### config.mk
export PLATFORM = sky130hd
export DESIGN_NAME = filtered_crest_window_flat
export DESIGN_NICKNAME = d
export VERILOG_FILES = /design/src/rtl/fcw_pkg.sv /design/src/rtl/fcw_if.sv /design/src/rtl/fcw_front.sv /design/src/rtl/fcw_queue.sv /design/src/rtl/fcw_back.sv /design/src/rtl/filtered_crest_window.sv /design/src/flat_wrapper.sv
export SDC_FILE = /design/constraint.sdc
export NUM_CORES = 1
export LEC_CHECK = 0
export BUFFER_PORTS_ARGS = -buffer_cell sky130_fd_sc_hd__buf_2
export CAP_MARGIN = 10
export CORE_ASPECT_RATIO = 0.75
export CORE_MARGIN = 2
export CORE_UTILIZATION = 30
export DETAILED_ROUTE_END_ITERATION = 7
export PLACE_DENSITY = 0.55
export SKIP_CTS_REPAIR_TIMING = 1
export SYNTH_ARGS = -nofsm -noshare
export SYNTH_HDL_FRONTEND = slang
export SYNTH_SLANG_ARGS = --single-unit
### constraint.sdc
create_clock -name clk -period 12.7 [get_ports clk]
set_clock_uncertainty 0.15 [all_clocks]
set_input_delay 2.54 -clock clk [delete_from_list [all_inputs] [get_ports clk]]
set_output_delay 2.54 -clock clk [all_outputs]
set_load 0.005 [all_outputs]
### src/rtl/fcw_pkg.sv
// Shared constants and types for the filtered crest window block.
`timescale 1ns / 1ps
package fcw_pkg;

  // Window and arithmetic constants.
  localparam int WindowLen  = 12;
  localparam int CountW     = 4;
  localparam int SampleW    = 16;
  localparam int MagW       = 15;
  localparam int SumW       = 20;
  localparam int AbsSumW    = 19;
  localparam int CrestShift = 3;
  localparam int ScaledW    = MagW + CrestShift;
  localparam int RoundAdd   = 5;
  localparam int ResultW    = 30;
  localparam int QuotW      = 15;

  // Division by ten as a multiply by ceil(2^21 / 10); exact for inputs below 2^18.
  localparam int RecipShift = 21;
  localparam int RecipMul   = 209716;
  localparam int ProdW      = 2 * ScaledW;

  // Queue between the window front end and the result back end.
  localparam int QueueDepth = 4;
  localparam int QueueAddrW = $clog2(QueueDepth);

  // Summary of one completed window.
  typedef struct packed {
    logic [MagW-1:0]        peak_magnitude;
    logic                   peak_positive;
    logic signed [SumW-1:0] window_sum;
  } window_rec_t;

endpackage

### src/rtl/fcw_if.sv
// Valid/ready channel interfaces for samples and results.
`timescale 1ns / 1ps
interface fcw_sample_if;
  logic               valid;
  logic               ready;
  logic signed [15:0] sample;

  modport source (output valid, output sample, input ready);
  modport sink (input valid, input sample, output ready);
endinterface

interface fcw_result_if;
  logic        valid;
  logic        ready;
  logic [29:0] crest_squared;

  modport source (output valid, output crest_squared, input ready);
  modport sink (input valid, input crest_squared, output ready);
endinterface

### src/rtl/fcw_front.sv
// Front end: accepts samples and tracks crest and sum over each window.
`timescale 1ns / 1ps
module fcw_front (
  input  logic                clk,
  input  logic                rst,
  fcw_sample_if.sink          samples,
  input  logic                full,
  output logic                push,
  output fcw_pkg::window_rec_t rec
);
  import fcw_pkg::*;

  localparam logic [CountW-1:0] LastCount = CountW'(WindowLen - 1);

  logic [CountW-1:0]      sample_count;
  logic [MagW-1:0]        peak_magnitude;
  logic                   peak_positive;
  logic signed [SumW-1:0] window_sum;

  logic                   accept;
  logic                   last;
  logic [SampleW-1:0]     abs_full;
  logic [MagW-1:0]        mag;
  logic                   take_peak;
  logic [MagW-1:0]        peak_magnitude_next;
  logic                   peak_positive_next;
  logic signed [SumW-1:0] window_sum_next;

  // A beat is taken whenever the queue has room for a window record.
  assign samples.ready = !full;
  assign accept        = samples.valid && samples.ready;
  assign last          = (sample_count == LastCount);

  // Magnitude of the sample; the most negative code saturates.
  always_comb begin
    abs_full  = samples.sample[SampleW-1] ? SampleW'(-samples.sample) : samples.sample;
    mag       = abs_full[SampleW-1] ? {MagW{1'b1}} : abs_full[MagW-1:0];
    take_peak = (mag > peak_magnitude);
    peak_magnitude_next = take_peak ? mag : peak_magnitude;
    peak_positive_next  = take_peak ? !samples.sample[SampleW-1] : peak_positive;
    window_sum_next     = window_sum + SumW'(samples.sample);
  end

  // The twelfth beat hands the finished window to the queue.
  assign push               = accept && last;
  assign rec.peak_magnitude = peak_magnitude_next;
  assign rec.peak_positive  = peak_positive_next;
  assign rec.window_sum     = window_sum_next;

  // Window state, cleared after each completed window.
  always_ff @(posedge clk) begin
    if (rst) begin
      sample_count   <= '0;
      peak_magnitude <= '0;
      peak_positive  <= 1'b1;
      window_sum     <= '0;
    end else if (accept) begin
      if (last) begin
        sample_count   <= '0;
        peak_magnitude <= '0;
        peak_positive  <= 1'b1;
        window_sum     <= '0;
      end else begin
        sample_count   <= sample_count + 1'b1;
        peak_magnitude <= peak_magnitude_next;
        peak_positive  <= peak_positive_next;
        window_sum     <= window_sum_next;
      end
    end
  end

  // The count never passes the last position of a window.
  a_count_range: assert property (@(posedge clk) disable iff (rst)
    sample_count <= LastCount)
    else $error("sample count beyond window");

endmodule

### src/rtl/fcw_queue.sv
// Short queue of completed window records between front and back ends.
`timescale 1ns / 1ps
module fcw_queue (
  input  logic                 clk,
  input  logic                 rst,
  input  logic                 push,
  input  fcw_pkg::window_rec_t push_rec,
  input  logic                 pop,
  output fcw_pkg::window_rec_t pop_rec,
  output logic                 full,
  output logic                 avail
);
  import fcw_pkg::*;

  localparam logic [QueueAddrW:0] DepthCount = (QueueAddrW + 1)'(QueueDepth);

  window_rec_t           entries [QueueDepth];
  logic [QueueAddrW-1:0] wr_ptr;
  logic [QueueAddrW-1:0] rd_ptr;
  logic [QueueAddrW:0]   count;

  assign full    = (count == DepthCount);
  assign avail   = (count != '0);
  assign pop_rec = entries[rd_ptr];

  // Record storage.
  always_ff @(posedge clk) begin
    if (push) begin
      entries[wr_ptr] <= push_rec;
    end
  end

  // Pointers and fill count.
  always_ff @(posedge clk) begin
    if (rst) begin
      wr_ptr <= '0;
      rd_ptr <= '0;
      count  <= '0;
    end else begin
      if (push) begin
        wr_ptr <= wr_ptr + 1'b1;
      end
      if (pop) begin
        rd_ptr <= rd_ptr + 1'b1;
      end
      if (push && !pop) begin
        count <= count + 1'b1;
      end else if (pop && !push) begin
        count <= count - 1'b1;
      end
    end
  end

  a_count_bound: assert property (@(posedge clk) disable iff (rst)
    count <= DepthCount)
    else $error("queue count overflow");

  a_no_push_full: assert property (@(posedge clk) disable iff (rst)
    !(push && full))
    else $error("push into full queue");

  a_no_pop_empty: assert property (@(posedge clk) disable iff (rst)
    !(pop && !avail))
    else $error("pop from empty queue");

endmodule

### src/rtl/fcw_back.sv
// Back end: filters the window sum, scales, divides by ten and squares.
`timescale 1ns / 1ps
module fcw_back (
  input  logic                 clk,
  input  logic                 rst,
  input  logic                 avail,
  input  fcw_pkg::window_rec_t rec,
  output logic                 pop,
  fcw_result_if.source         results
);
  import fcw_pkg::*;

  logic                      advance;
  logic signed [SumW-1:0]    filt_sum;
  logic [AbsSumW-1:0]        abs_sum;
  logic signed [SumW:0]      diff;
  logic [ScaledW-1:0]        x_next;
  logic [ProdW-1:0]          prod;

  logic                      s1_valid;
  logic [ScaledW-1:0]        s1_x;
  logic                      s2_valid;
  logic [QuotW-1:0]          s2_q;
  logic                      out_valid;
  logic [ResultW-1:0]        out_sq;

  // The whole pipeline moves when the output register is free.
  assign advance = !out_valid || results.ready;
  assign pop     = advance && avail;

  // Sum zeroed when its sign opposes the crest; scaled crest less the sum magnitude, clamped, rounded.
  always_comb begin
    filt_sum = rec.window_sum;
    if (rec.peak_positive && rec.window_sum < 0) begin
      filt_sum = '0;
    end else if (!rec.peak_positive && rec.window_sum > 0) begin
      filt_sum = '0;
    end
    abs_sum = filt_sum[SumW-1] ? AbsSumW'(-filt_sum) : filt_sum[AbsSumW-1:0];
    diff    = $signed({3'b000, rec.peak_magnitude, {CrestShift{1'b0}}})
            - $signed({2'b00, abs_sum});
    x_next  = diff[SumW] ? '0 : diff[ScaledW-1:0] + ScaledW'(RoundAdd);
  end

  // Reciprocal multiply for the division by ten.
  assign prod = s1_x * ScaledW'(RecipMul);

  // Payload stages.
  always_ff @(posedge clk) begin
    if (advance) begin
      s1_x   <= x_next;
      s2_q   <= prod[RecipShift +: QuotW];
      out_sq <= ResultW'(s2_q) * ResultW'(s2_q);
    end
  end

  // Stage valid flags.
  always_ff @(posedge clk) begin
    if (rst) begin
      s1_valid  <= 1'b0;
      s2_valid  <= 1'b0;
      out_valid <= 1'b0;
    end else if (advance) begin
      s1_valid  <= avail;
      s2_valid  <= s1_valid;
      out_valid <= s2_valid;
    end
  end

  assign results.valid         = out_valid;
  assign results.crest_squared = out_sq;

  // A pending result never drains the pipeline behind it.
  a_hold_stall: assert property (@(posedge clk) disable iff (rst)
    (out_valid && !results.ready) |=> (out_valid && $stable(s1_valid) && $stable(s2_valid)))
    else $error("pipeline moved during stall");

  // Popping only happens while the pipeline advances.
  a_pop_advance: assert property (@(posedge clk) disable iff (rst)
    pop |-> (avail && advance))
    else $error("pop without advance");

endmodule

### src/rtl/filtered_crest_window.sv
// Top level of the filtered crest window block.
`timescale 1ns / 1ps
//
//  Channel  | Role   | Payload                 | Beat
//  ---------+--------+-------------------------+------------------------------
//  samples  | sink   | sample, 16 bit signed   | one sample
//  results  | source | crest_squared, 30 bit   | one result per 12 samples
//
//  A sample is taken every cycle while the window queue has room.
//  A result is written to the queue by the edge that takes the twelfth sample
//  of its window, then passes the scale stage, reciprocal multiply and square
//  registers in turn. Results leave one per cycle at most.
//  Reset is synchronous: the window restarts and queue and pipeline empty.
//  A stalled result holds the back end; the front end keeps taking samples
//  until four windows wait in the queue.
module filtered_crest_window (
  input  logic         clk,
  input  logic         rst,
  fcw_sample_if.sink   samples,
  fcw_result_if.source results
);
  import fcw_pkg::*;

  window_rec_t push_rec;
  window_rec_t pop_rec;
  logic        push;
  logic        pop;
  logic        full;
  logic        avail;

  fcw_front u_front (
    .clk     (clk),
    .rst     (rst),
    .samples (samples),
    .full    (full),
    .push    (push),
    .rec     (push_rec)
  );

  fcw_queue u_queue (
    .clk      (clk),
    .rst      (rst),
    .push     (push),
    .push_rec (push_rec),
    .pop      (pop),
    .pop_rec  (pop_rec),
    .full     (full),
    .avail    (avail)
  );

  fcw_back u_back (
    .clk     (clk),
    .rst     (rst),
    .avail   (avail),
    .rec     (pop_rec),
    .pop     (pop),
    .results (results)
  );

endmodule
### src/flat_wrapper.sv
// flat-port wrapper written by rule: the top's interface ports become plain ports
module filtered_crest_window_flat import fcw_pkg::*;
  (clk, rst, samples_valid, samples_sample, samples_ready, results_valid, results_crest_squared, results_ready);
  fcw_sample_if samples_i ();
  fcw_result_if results_i ();
  input  logic clk;
  input  logic rst;
  input wire logic [$bits(samples_i.valid)-1:0] samples_valid;
  input wire logic [$bits(samples_i.sample)-1:0] samples_sample;
  output wire logic [$bits(samples_i.ready)-1:0] samples_ready;
  output wire logic [$bits(results_i.valid)-1:0] results_valid;
  output wire logic [$bits(results_i.crest_squared)-1:0] results_crest_squared;
  input wire logic [$bits(results_i.ready)-1:0] results_ready;
  assign samples_i.valid = samples_valid;
  assign samples_i.sample = samples_sample;
  assign samples_ready = samples_i.ready;
  assign results_valid = results_i.valid;
  assign results_crest_squared = results_i.crest_squared;
  assign results_i.ready = results_ready;
  filtered_crest_window u_core (.clk(clk), .rst(rst), .samples(samples_i), .results(results_i));
endmodule
==> flow_summary.toml <==
[run_status]
status = "finished clean"

[cts]
cts_tree = "done"
cts-root-buf = "clkbuf_16"
htreeDepth = 1
cts_buffers = 28
worstSkewPairLatency_ps = 600
clkTransAtPathRegs_ps = 60
cts_buffer_depth = 3
cts_sinks = 258

[job]
drv_cap = 0

[sta]
rsz0062_at_grt = "false"
maxSlewHeadroom_pct = 19.0
post-route-period-util_pct = 60.1
worst_pin_slew_ps = 1210
finalHoldViolCount = 0
maxSlewViolCount = 0
timing.final.crit_period_ps = 7630
tns_ps = 0
setup_viol = 0
max_freq_mhz = 131

[routing]
drtIter0Drc = 931
wl_um = 50900
wl_per_cell_um = 15.8
first_pass_iters = 7
vias_per_cell = 4.74
via_count = 15242
ant_nets = 0
drc = 0

[logic_synthesis]
ys.flop_type = "edfxtp_1"
syn_avg_cell_area_um2 = 11.1
synth_cell_types = 87
ys_warn_count = 0
synth-edff-count = 206
yosysTopAreaCellShare_pct = 26.3
seq_area_frac_synth_pct = 30.7
synth.top_cells.by_area = "edfxtp_1, fa_1, ha_1, inv_1, dfxtp_1"
synth_cells = 2124
synth-async-reset-ratio_pct = 0
synth_area_um2 = 23500
synth_seq_cells = 258
syn-num-nets = 2665
synth_area_leader_cell = "edfxtp_1"

[floorplanning]
fp.dieArea_um2 = 80700
fp-row-count = 88
initial_core_util_pct = 30.4
coreArea_um2 = 77300
die_x_um = 327
io-pin-count = 52
die_h_um = 247

[worst_setup_path]
crit_fanout = 36
cp-start-kind = "register"
crit_type = "register to register"
critPathSlowestCell = "mux4_2"
rrSetupSlack_ps = 5070
crit_arrival_ps = 7770
path_buf_inv = 2
worstPathRequired_ps = 12840
slowest_delay_ps = 650
r2r_cells = 25
r2r_end = "u_core.u_back.s1_x[17]"
crit_family = "compound AO/OA/AOI/OAI gates"
end_kind = "register"
critPathMostFrequentCell = "a21oi_1"

[placed_design]
place.gp.congestion = 0.895
port_buffers = 50
dp_hpwl_um = 40200

[finish]
nets = 2703
area_delta_synth_final_pct = 10.2
final_layout_size_suffix_gt1_share_pct = 8.52
antenna_cells = 0

[worst_hold_path]
min_to = "u_core.u_back.s2_valid"
hold_depth = 2
min-delay-start = "u_core.u_back.s2_valid"
hold_class = "register to register"

[global_route]
met3_usage_pct = 1.81
antenna_found_initial = 0
grt_use_met2_pct = 21.2
grt_use_total_pct = 12.9
grt_first_pass_wirelength_um = 84500
grt_busiest_layer = "met2"
met1_usage_pct = 18.3
grt_pass1_vias = 16056
grt_max_degree = 58
grt_overflow = 0
==> cell usage after synthesis, types with 4 or more instances <==
cell type	n
a211oi_1	11
a21boi_0	5
a21o_1	30
a21oi_1	92
a22o_1	15
a22oi_1	17
a31oi_1	6
a41oi_1	4
and2_1	75
and3_1	17
buf_1	4
buf_2	6
clkbuf_1	39
dfxtp_1	52
edfxtp_1	206
fa_1	234
ha_1	287
inv_1	347
mux2_2	4
mux4_2	36
nand2_1	116
nand2b_1	21
nand3_1	31
nand3b_1	5
nand4_1	9
nor2_1	114
nor2b_1	12
nor3_1	22
nor4_1	11
o211ai_1	6
o21a_1	20
o21ai_0	45
o21bai_1	10
o31ai_1	9
o41ai_1	4
or2_2	4
or3_1	9
xnor2_1	66
xor2_1	45
==> metal layers <==
metal  up-vias  part of all wire, %
li1       7334                    -
met3        46                  4.2
met4         0                  1.5
met5         -                    0
met1      7601                   49
met2       261                   45
==> stage by stage <==
stage / worst slack [ps] / instances / hold slack, ps / utilization [%] / area (um2)
2_1_floorplan: 6020 / 2124 / 282 / - / 23500
3_3_place_gp: 4980 / 3167 / 294 / 32.3 / 24900
3_5_place_dp: 5030 / 3167 / 304 / 32.3 / 24900
4_1_cts: 5030 / 3219 / 313 / 33.6 / 25900
5_1_grt: 4460 / 3219 / 341 / 33.6 / 25900
6_report: 5070 / 3219 / 307 / 33.6 / 25900
==> cells by family after synthesis <==
kind of cell    after synthesis  synth area share, %
simple gates                465                 10.0
xor+xnor                    115                 4.41
other cells                   1               0.0159
compound gates              321                 9.38
buf+inv                     400                 6.52
flops                       258                 30.7
fa+ha+maj                   521                 35.2
mux                          43                 3.76
==> area by class of cell <==
class	count	area, um2
Fill cell	7761	51400
Tap cell	1035	1290
Clock inverter	19	243
Inverter	347	1300
Sequential cell	258	7230
Timing Repair Buffer	61	333
Clock buffer	33	761
Multi-Input combinational cell	1466	14800
==> worst register-to-register path, cell delays in order, from the launching register on <==
cell	delay [ps]
dfxtp_2	310
buf_4	580
mux4_2	690
or3_4	410
nor4b_2	300
nand3_1	190
nor3b_2	250
nor3_1	80
a21oi_2	620
and2_1	290
inv_1	80
ha_1	340
a21oi_1	170
a21oi_1	60
o22a_1	210
ha_1	390
a21oi_1	160
o21bai_1	130
a31oi_1	360
o311ai_2	190
a221o_2	430
a221oi_2	310
xnor2_1	210
nand4_1	160
xnor2_1	190
nor2_1	50
==> how the worst max path moves through the flow <==
stage / start / endpoint / cells after the start
after floorplan: samples_sample[0] / u_core.u_queue.entries[0][24] / 19
after global placement: samples_sample[0] / u_core.u_queue.entries[0][35] / 19
after detailed placement: samples_sample[1] / u_core.u_queue.entries[0][34] / 19
after CTS: register / u_core.u_back.s1_x[17] / 25
after global routing: register / u_core.u_back.s1_x[16] / 25
final: register / u_core.u_back.s1_x[17] / 25
==> cells in the final DEF (no fill, tap or decap), types with 12 or more instances in the layout <==
cell type  netlist  final
inv_1          347    346
ha_1           287    287
fa_1           234    234
edfxtp_1       206    206
nand2_1        116    116
nor2_1         114    114
a21oi_1         92     92
and2_1          75     75
xnor2_1         66     66
dfxtp_1         52     51
buf_2            6     50
xor2_1          45     45
o21ai_0         45     45
mux4_2          36     36
nand3_1         31     31
a21o_1          30     30
clkbuf_16        0     29
nor3_1          22     22
nand2b_1        21     21
o21a_1          20     20
and3_1          17     17
a22oi_1         17     17
a22o_1          15     15
nor2b_1         12     12
==> sequential cells by signal, summed over array words and instances (netlist names), named ones only <==
register,flops
u_core.u_back.results.valid,1
u_core.u_front.window_sum,20
u_core.u_front.sample_count,4
u_core.u_back.s1_x,18
u_core.u_back.s1_valid,1
u_core.u_queue.rd_ptr,2
u_core.u_queue.count,3
u_core.u_back.s2_valid,1
u_core.u_back.results.crest_squared,29
u_core.u_queue.entries,144
u_core.u_back.s2_q,15
u_core.u_front.peak_magnitude,15
u_core.u_queue.wr_ptr,2
u_core.u_front.peak_positive,1
Power is left out: the tool's default activity adds up to more than one toggle a clock period on the data nets, which glitch-free logic cannot reach.
